`config.mk`:
```
export PLATFORM = sky130hd
export DESIGN_NAME = top_k_count_selector_core
export DESIGN_NICKNAME = d
export VERILOG_FILES = /design/src/rtl/tkcs_pkg.sv /design/src/rtl/tkcs_datapath.sv /design/src/rtl/tkcs_ctrl.sv /design/src/rtl/top_k_count_selector_core.sv
export SDC_FILE = /design/constraint.sdc
export NUM_CORES = 1
export LEC_CHECK = 0
export CAP_MARGIN = 20
export CORE_MARGIN = 2
export CORE_UTILIZATION = 30
export CTS_BUF_LIST = sky130_fd_sc_hd__clkbuf_4 sky130_fd_sc_hd__clkbuf_8
export DETAILED_ROUTE_END_ITERATION = 7
export DONT_BUFFER_PORTS = 1
export PLACE_DENSITY = 0.56
export SYNTH_ARGS = -nofsm -noshare
export SYNTH_HDL_FRONTEND = slang
export SYNTH_SLANG_ARGS = --single-unit
```
`constraint.sdc`:
```
create_clock -name clk -period 2.7 [get_ports clk]
set_clock_uncertainty 0.2 [all_clocks]
set_input_delay 0.54 -clock clk [delete_from_list [all_inputs] [get_ports clk]]
set_output_delay 0.54 -clock clk [all_outputs]
set_load 0.1 [all_outputs]
```
`src/rtl/tkcs_pkg.sv`:
```
// Shared types and constants for the top-k count selector.
// Used by tkcs_ctrl, tkcs_datapath and top_k_count_selector_core; depends on nothing.
`timescale 1ns / 1ps
`default_nettype none

package tkcs_pkg;

    localparam int MATCH_W    = 16;
    localparam int IDX_W      = 10;
    localparam int RANK_CNT_W = 16;
    localparam int IN_TDATA_W = 16;
    localparam int OUT_TDATA_W = 32;

    typedef enum logic [1:0] {
        S_COLLECT = 2'b01,
        S_DRAIN   = 2'b10
    } state_t;

    typedef struct packed {
        logic insert;
        logic end_set;
        logic pop;
    } cmd_t;

endpackage

`default_nettype wire

```
`src/rtl/tkcs_datapath.sv`:
```
// Datapath of the top-k count selector: sorted list, candidate counter, result register.
// Depends on tkcs_pkg; driven by commands from tkcs_ctrl.
`timescale 1ns / 1ps
`default_nettype none

module tkcs_datapath #(
    parameter int TOP_K      = 5,
    parameter int MAX_ITEMS  = 1024,
    parameter int COUNT_BITS = 16
) (
    input  wire logic                            clk,
    input  wire logic                            rst_n,
    input  wire tkcs_pkg::cmd_t                  cmd,
    input  wire logic [tkcs_pkg::MATCH_W-1:0]    match_count,
    output logic      [tkcs_pkg::IDX_W-1:0]      rank_index,
    output logic      [tkcs_pkg::RANK_CNT_W-1:0] rank_count
);

    localparam int CW   = (COUNT_BITS < tkcs_pkg::MATCH_W) ? COUNT_BITS : tkcs_pkg::MATCH_W;
    localparam int CNTW = $clog2(MAX_ITEMS + 1);
    localparam int AW   = $clog2(MAX_ITEMS);
    localparam int IW   = (AW < tkcs_pkg::IDX_W) ? AW : tkcs_pkg::IDX_W;
    localparam logic [CNTW-1:0] MAX_C = CNTW'(MAX_ITEMS);

    logic [CW-1:0]   cnt_reg  [TOP_K];
    logic [CW-1:0]   cnt_next [TOP_K];
    logic [IW-1:0]   idx_reg  [TOP_K];
    logic [IW-1:0]   idx_next [TOP_K];
    logic [CNTW-1:0] item_cnt_reg;
    logic [CNTW-1:0] item_cnt_next;
    logic [tkcs_pkg::IDX_W-1:0]      out_idx_reg;
    logic [tkcs_pkg::RANK_CNT_W-1:0] out_cnt_reg;

    logic [CW-1:0] new_cnt;
    logic [IW-1:0] new_idx;
    logic          room;
    logic [TOP_K-1:0] greater;
    logic [CW-1:0] ins_cnt [TOP_K];
    logic [IW-1:0] ins_idx [TOP_K];

    assign new_cnt = match_count[CW-1:0];
    assign new_idx = item_cnt_reg[IW-1:0];
    assign room    = (item_cnt_reg < MAX_C);

    // The list is held largest first, so the greater-than flags form a run up to the tail.
    genvar g;
    generate
        for (g = 0; g < TOP_K; g++) begin : g_slot
            assign greater[g] = (new_cnt > cnt_reg[g]);
            if (g == 0) begin : g_head
                assign ins_cnt[g] = greater[g] ? new_cnt : cnt_reg[g];
                assign ins_idx[g] = greater[g] ? new_idx : idx_reg[g];
            end else begin : g_body
                assign ins_cnt[g] = !greater[g] ? cnt_reg[g] :
                                    (greater[g-1] ? cnt_reg[g-1] : new_cnt);
                assign ins_idx[g] = !greater[g] ? idx_reg[g] :
                                    (greater[g-1] ? idx_reg[g-1] : new_idx);
            end
        end
    endgenerate

    always_comb
    begin
        item_cnt_next = item_cnt_reg;
        for (int i = 0; i < TOP_K; i++)
        begin
            cnt_next[i] = cnt_reg[i];
            idx_next[i] = idx_reg[i];
        end
        if (cmd.insert && room)
        begin
            item_cnt_next = item_cnt_reg + CNTW'(1);
            for (int i = 0; i < TOP_K; i++)
            begin
                cnt_next[i] = ins_cnt[i];
                idx_next[i] = ins_idx[i];
            end
        end
        if (cmd.insert && cmd.end_set)
        begin
            item_cnt_next = '0;
        end
        // Popping moves every entry one place up and fills the tail with an empty slot,
        // so a full drain leaves the list cleared.
        if (cmd.pop)
        begin
            for (int i = 0; i < TOP_K - 1; i++)
            begin
                cnt_next[i] = cnt_reg[i+1];
                idx_next[i] = idx_reg[i+1];
            end
            cnt_next[TOP_K-1] = '0;
            idx_next[TOP_K-1] = '0;
        end
    end

    always_ff @(posedge clk or negedge rst_n)
    begin
        if (!rst_n)
        begin
            item_cnt_reg <= '0;
            for (int i = 0; i < TOP_K; i++)
            begin
                cnt_reg[i] <= '0;
                idx_reg[i] <= '0;
            end
        end
        else
        begin
            item_cnt_reg <= item_cnt_next;
            for (int i = 0; i < TOP_K; i++)
            begin
                cnt_reg[i] <= cnt_next[i];
                idx_reg[i] <= idx_next[i];
            end
        end
    end

    always_ff @(posedge clk)
    begin
        if (cmd.pop)
        begin
            out_idx_reg <= tkcs_pkg::IDX_W'(idx_reg[0]);
            out_cnt_reg <= tkcs_pkg::RANK_CNT_W'(cnt_reg[0]);
        end
    end

    assign rank_index = out_idx_reg;
    assign rank_count = out_cnt_reg;

endmodule

`default_nettype wire

```
`src/rtl/tkcs_ctrl.sv`:
```
// Controller of the top-k count selector: collect and drain sequencing, output valid and last.
// Depends on tkcs_pkg; issues commands to tkcs_datapath.
`timescale 1ns / 1ps
`default_nettype none

module tkcs_ctrl #(
    parameter int TOP_K = 5
) (
    input  wire logic           clk,
    input  wire logic           rst_n,
    input  wire logic           in_valid,
    input  wire logic           in_last,
    output logic                in_ready,
    input  wire logic           out_ready,
    output logic                out_valid,
    output logic                out_last,
    output tkcs_pkg::cmd_t      cmd
);

    localparam int RW = (TOP_K > 1) ? $clog2(TOP_K) : 1;
    localparam logic [RW-1:0] LAST_RANK = RW'(TOP_K - 1);

    tkcs_pkg::state_t state_reg, state_next;
    logic [RW-1:0]    rank_reg, rank_next;
    logic             out_valid_reg, out_valid_next;
    logic             out_last_reg, out_last_next;
    logic             accept;
    logic             pop;

    assign in_ready = (state_reg == tkcs_pkg::S_COLLECT);
    assign accept   = in_valid && in_ready;
    assign pop      = (state_reg == tkcs_pkg::S_DRAIN) && (!out_valid_reg || out_ready);

    always_comb
    begin
        state_next     = state_reg;
        rank_next      = rank_reg;
        out_valid_next = out_valid_reg && !out_ready;
        out_last_next  = out_last_reg;
        unique case (state_reg)
            tkcs_pkg::S_COLLECT:
            begin
                if (accept && in_last)
                begin
                    state_next = tkcs_pkg::S_DRAIN;
                    rank_next  = '0;
                end
            end
            tkcs_pkg::S_DRAIN:
            begin
                if (pop)
                begin
                    out_valid_next = 1'b1;
                    out_last_next  = (rank_reg == LAST_RANK);
                    rank_next      = rank_reg + RW'(1);
                    if (rank_reg == LAST_RANK)
                    begin
                        state_next = tkcs_pkg::S_COLLECT;
                    end
                end
            end
            default:
            begin
                state_next = tkcs_pkg::S_COLLECT;
            end
        endcase
    end

    always_ff @(posedge clk or negedge rst_n)
    begin
        if (!rst_n)
        begin
            state_reg     <= tkcs_pkg::S_COLLECT;
            rank_reg      <= '0;
            out_valid_reg <= 1'b0;
            out_last_reg  <= 1'b0;
        end
        else
        begin
            state_reg     <= state_next;
            rank_reg      <= rank_next;
            out_valid_reg <= out_valid_next;
            out_last_reg  <= out_last_next;
        end
    end

    assign cmd.insert  = accept;
    assign cmd.end_set = in_last;
    assign cmd.pop     = pop;
    assign out_valid   = out_valid_reg;
    assign out_last    = out_last_reg;

    a_close_blocks_input: assert property (@(posedge clk) disable iff (!rst_n)
        (accept && in_last) |=> !in_ready)
        else $error("input still ready after the closing beat of a set");

    a_final_rank_last: assert property (@(posedge clk) disable iff (!rst_n)
        (pop && rank_reg == LAST_RANK) |=> (out_valid && out_last && in_ready))
        else $error("final rank not flagged last or input not reopened");

    a_drain_holds_valid: assert property (@(posedge clk) disable iff (!rst_n)
        (state_reg == tkcs_pkg::S_DRAIN && rank_reg != '0) |-> out_valid_reg)
        else $error("output valid dropped in the middle of a drain");

    a_no_pop_while_collect: assert property (@(posedge clk) disable iff (!rst_n)
        in_ready |-> !cmd.pop)
        else $error("list popped while collecting");

endmodule

`default_nettype wire

```
`src/rtl/top_k_count_selector_core.sv`:
```
// Top level of the top-k count selector: stream ports around controller and datapath.
// Depends on tkcs_pkg, tkcs_ctrl and tkcs_datapath.
//
//  Channel  | Dir | Beat contents
//  ---------+-----+-------------------------------------------------------------
//  s_*      | in  | one candidate count; tlast closes the set
//  m_*      | out | one rank, best first; tlast on rank TOP_K-1
//
// While a set is being collected one beat is taken every cycle.
// The beat that closes a set is followed by TOP_K result beats, one per cycle when
// m_tready is high; s_tready stays low until the drain sequencer has issued the last of them.
// The next set may start in the cycle after the final result is loaded into the output register.
// Reset clears the list and the candidate counter at once, with no clearing pass.
// A stalled output holds its beat and pauses the drain.
`timescale 1ns / 1ps
`default_nettype none

module top_k_count_selector_core #(
    parameter int TOP_K      = 5,
    parameter int MAX_ITEMS  = 1024,
    parameter int COUNT_BITS = 16
) (
    input  wire logic                                clk,
    input  wire logic                                rst_n,
    input  wire logic                                s_tvalid,
    output logic                                     s_tready,
    input  wire logic [tkcs_pkg::IN_TDATA_W-1:0]     s_tdata,  // [15:0] match_count
    input  wire logic                                s_tlast,  // end_of_set
    output logic                                     m_tvalid,
    input  wire logic                                m_tready,
    output logic      [tkcs_pkg::OUT_TDATA_W-1:0]    m_tdata,  // [9:0] rank_index, [25:10] rank_count
    output logic                                     m_tlast   // last_rank
);

    tkcs_pkg::cmd_t                  cmd;
    logic [tkcs_pkg::IDX_W-1:0]      rank_index;
    logic [tkcs_pkg::RANK_CNT_W-1:0] rank_count;

    tkcs_ctrl #(
        .TOP_K (TOP_K)
    ) u_ctrl (
        .clk       (clk),
        .rst_n     (rst_n),
        .in_valid  (s_tvalid),
        .in_last   (s_tlast),
        .in_ready  (s_tready),
        .out_ready (m_tready),
        .out_valid (m_tvalid),
        .out_last  (m_tlast),
        .cmd       (cmd)
    );

    tkcs_datapath #(
        .TOP_K      (TOP_K),
        .MAX_ITEMS  (MAX_ITEMS),
        .COUNT_BITS (COUNT_BITS)
    ) u_datapath (
        .clk         (clk),
        .rst_n       (rst_n),
        .cmd         (cmd),
        .match_count (s_tdata[tkcs_pkg::MATCH_W-1:0]),
        .rank_index  (rank_index),
        .rank_count  (rank_count)
    );

    assign m_tdata = {{(tkcs_pkg::OUT_TDATA_W - tkcs_pkg::RANK_CNT_W - tkcs_pkg::IDX_W){1'b0}},
                      rank_count, rank_index};

endmodule

`default_nettype wire
```
==> results.yml <==
drt:
  postRouteAntennaNets: 0
  top_layer: "met4"
  drt-vias-per-instance: 5.16
  drc: 0
  drt_iter0_drc: 566
  first_pass_iters: 5
  wl_per_cell_um: 18.8
  routed-wl-met2_um: 15100
  wl_met1_um: 13700
  wl_met3_um: 1150
  drt_wl_total_um: 30300
  route.vias.total: 8345
layout:
  syn2layout_area_growth_pct: 25.0
  drive_gt1_frac: 0.222
  final_cells: 1617
  antenna_cells: 0
  fillers: 3396
  largest_reg_flops: 80
  final_nets: 1253
synthesis:
  synth_edf_count: 26
  synth_ff_type: "dfrtp_1"
  synthTopCellsByCount: "nand2_1, dfrtp_1, mux2i_1"
  synth-async-reset-ratio: 0.851
  yosysSeqAreaShare: 0.431
  netlist_instances: 1039
  synth_top_area_share: 0.353
  yosysMostFrequentCell: "nand2_1"
  yosysTopAreaCell: "dfrtp_1"
  synth_warnings: 0
  syn_area_per_cell_um2: 10.0
  synth_cell_types: 53
  ys_seq_elements: 174
  syn_area_um2: 10400
  ys_top_cells_by_area: "dfrtp_1, mux2i_1, ha_1"
timing:
  setup_ws_ps: -59.4
  fmax_mhz: 362
  tightest_slew_ps: 641
  holdWs_ps: -455
  fin_crit_sh: 1.02
  finalSetupViolations: 21
  slew_viol_final: 0
  hold_viol: 148
  rsz0062_at_grt: "yes"
  layout_min_cycle_time_ps: 2760
  maxSlewHeadroom: 0.572
clock_tree:
  cts-buffers-inserted: 17
  cts_sinks: 174
  cts_root_buffer: "clkbuf_8"
  hold_buffers: 16
  clock_path_buffers: 2
  worstSkewPairLatency_ps: 490
  h-tree-depth: 4
  clkTransAtPathRegs_ps: 110
  cts_tree: "built"
global_routing:
  antenna_found_initial: 0
  grt_max_degree: 149
  gr-total-overflow: 0
  grt_pass1_wl_um: 47400
  grt_pass1_vias: 8520
  track_usage: 0.167
run:
  drv_cap: 0
status:
  status: "complete, but fails checks"
  violations: "hold timing, setup timing"
critical_path:
  cp_num_buf_inv: 5
  cp.required_ps: 2860
  cp-start-kind: "flop"
  cpLargestDelayFamily: "buffers and inverters"
  path_cells: "inv_2, ha_4, nand4_1, buf_4, nor4_4, buf_4, nand4_1, o41ai_4, buf_4, buf_12, mux2i_1, a221oi_1"
  arrival_ps: 2920
  slowest_delay_ps: 370
  slowest_stage: "dfrtp_1"
  endpoint_kind: "flop"
  critPathKind: "reg2reg"
  crit_path_max_fanout: 11
  path_common_cell: "buf_4"
power:
  finalPower_mw: 13.6
  powerDensity_nw_per_um2: 1050
  total_leakage_power_nw: 5.71
  ir_drop_mv: 0.470
floorplanning:
  dieWidth_um: 190
  core_area_um2: 34400
  die-area_um2: 36200
  die_height_um: 190
  initial_utilization: 0.303
  row_count: 68
  pin_count: 56
placed_design:
  dp_hpwl_um: 19400
  io_buffers: 0
  dp_cells: 1545
  gp_congestion: 0.816
hold_path:
  hold_path_class: "in2async"
-- cell usage in the layout, fill, tap and decap left out, types with 16 or more instances in the layout --
master and count:
nand2_1 157, edfxtp_1 26, o221ai_2 21, nand4_1 19, clkbuf_8 17, ha_1 71
inv_1 84, a21oi_1 28, buf_4 116, o211ai_1 31, o221ai_1 30, nor2_1 44
mux2i_1 121, dlygate4sd3_1 16, nand3_1 33, dfrtp_1 146
-- timing repair --
action,CTS,global route
gates cloned,1,5
endpoints found under the setup margin,74,108
pin swaps,10,25
resized for setup,33,37
hold endpoints to repair,164,148
setup buffers,12,9
-- path summary, 6_finish.rpt --
path | depth (start not counted) | from | slack (ps) | endpoint
worst max-delay path | 12 | u_datapath.cnt_reg[63] | -60 | u_datapath.cnt_reg[44]
worst min-delay path | 0 | rst_n | -460 | u_datapath.cnt_reg[25]
worst max register to register | 12 | u_datapath.cnt_reg[63] | -60 | u_datapath.cnt_reg[44]
worst min register to register | 0 | u_datapath.idx_reg[44] | 290 | u_datapath.rank_index[4]
max in group asynchronous | 0 | rst_n | 2360 | u_ctrl.state_reg[0]
min in group clk | 2 | s_tlast | 30 | u_ctrl.state_reg[0]
-- through the flow --
step / hold slack (ps) / cell area [um^2] / TNS (ps) / setup slack (ps) / utilization
after floorplan: 44.4 / 10400 / -463 / -23.2 / -
after global placement: 54.1 / 11800 / -25040 / -441 / 0.343
after detailed placement: 53.7 / 11800 / -27290 / -446 / 0.343
after CTS: -487 / 12600 / -702 / -57.4 / 0.368
after global routing: -490 / 13000 / -6590 / -239 / 0.379
final: -455 / 13000 / -364 / -59.4 / 0.379
-- kinds of logic after synthesis --
group | after synthesis | share of synthesized area
AO/OA/AOI/OAI | 177 | 0.142
adder cells (fa/ha/maj) | 83 | 0.0997
buffers and inverters | 163 | 0.0675
other | 1 | 0.000360
AND/OR/NAND/NOR | 304 | 0.129
multiplexers | 130 | 0.125
XOR/XNOR | 7 | 0.00589
flip-flops | 174 | 0.431
-- where the power goes --
group / switching (mW) / internal (mW) / leakage [nW]
clock network: 1.11 / 0.856 / 0.200
logic: 3.72 / 3.57 / 3.40
registers: 0.745 / 3.64 / 2.11
-- routing by layer --
| metal | up-vias | global-route usage |
|---|---|---|
| met1 | 4216 | 0.214 |
| met4 | 0 | 0.0423 |
| met3 | 29 | 0.0304 |
| met5 | - | 0 |
| met2 | 137 | 0.290 |
| li1 | 3963 | - |
-- final cells by class --
cell class,instances,area [um^2],share of cell area
repair buffers,158,1500,0.115
clock buffers,17,234,0.0180
multi-input cells,707,5710,0.439
clock inverters,15,174,0.0134
flip-flops and latches,174,4490,0.345
well taps,455,569,0.0437
inverters,91,343,0.0263
No activity file was read; power rests on OpenSTA's default activity.
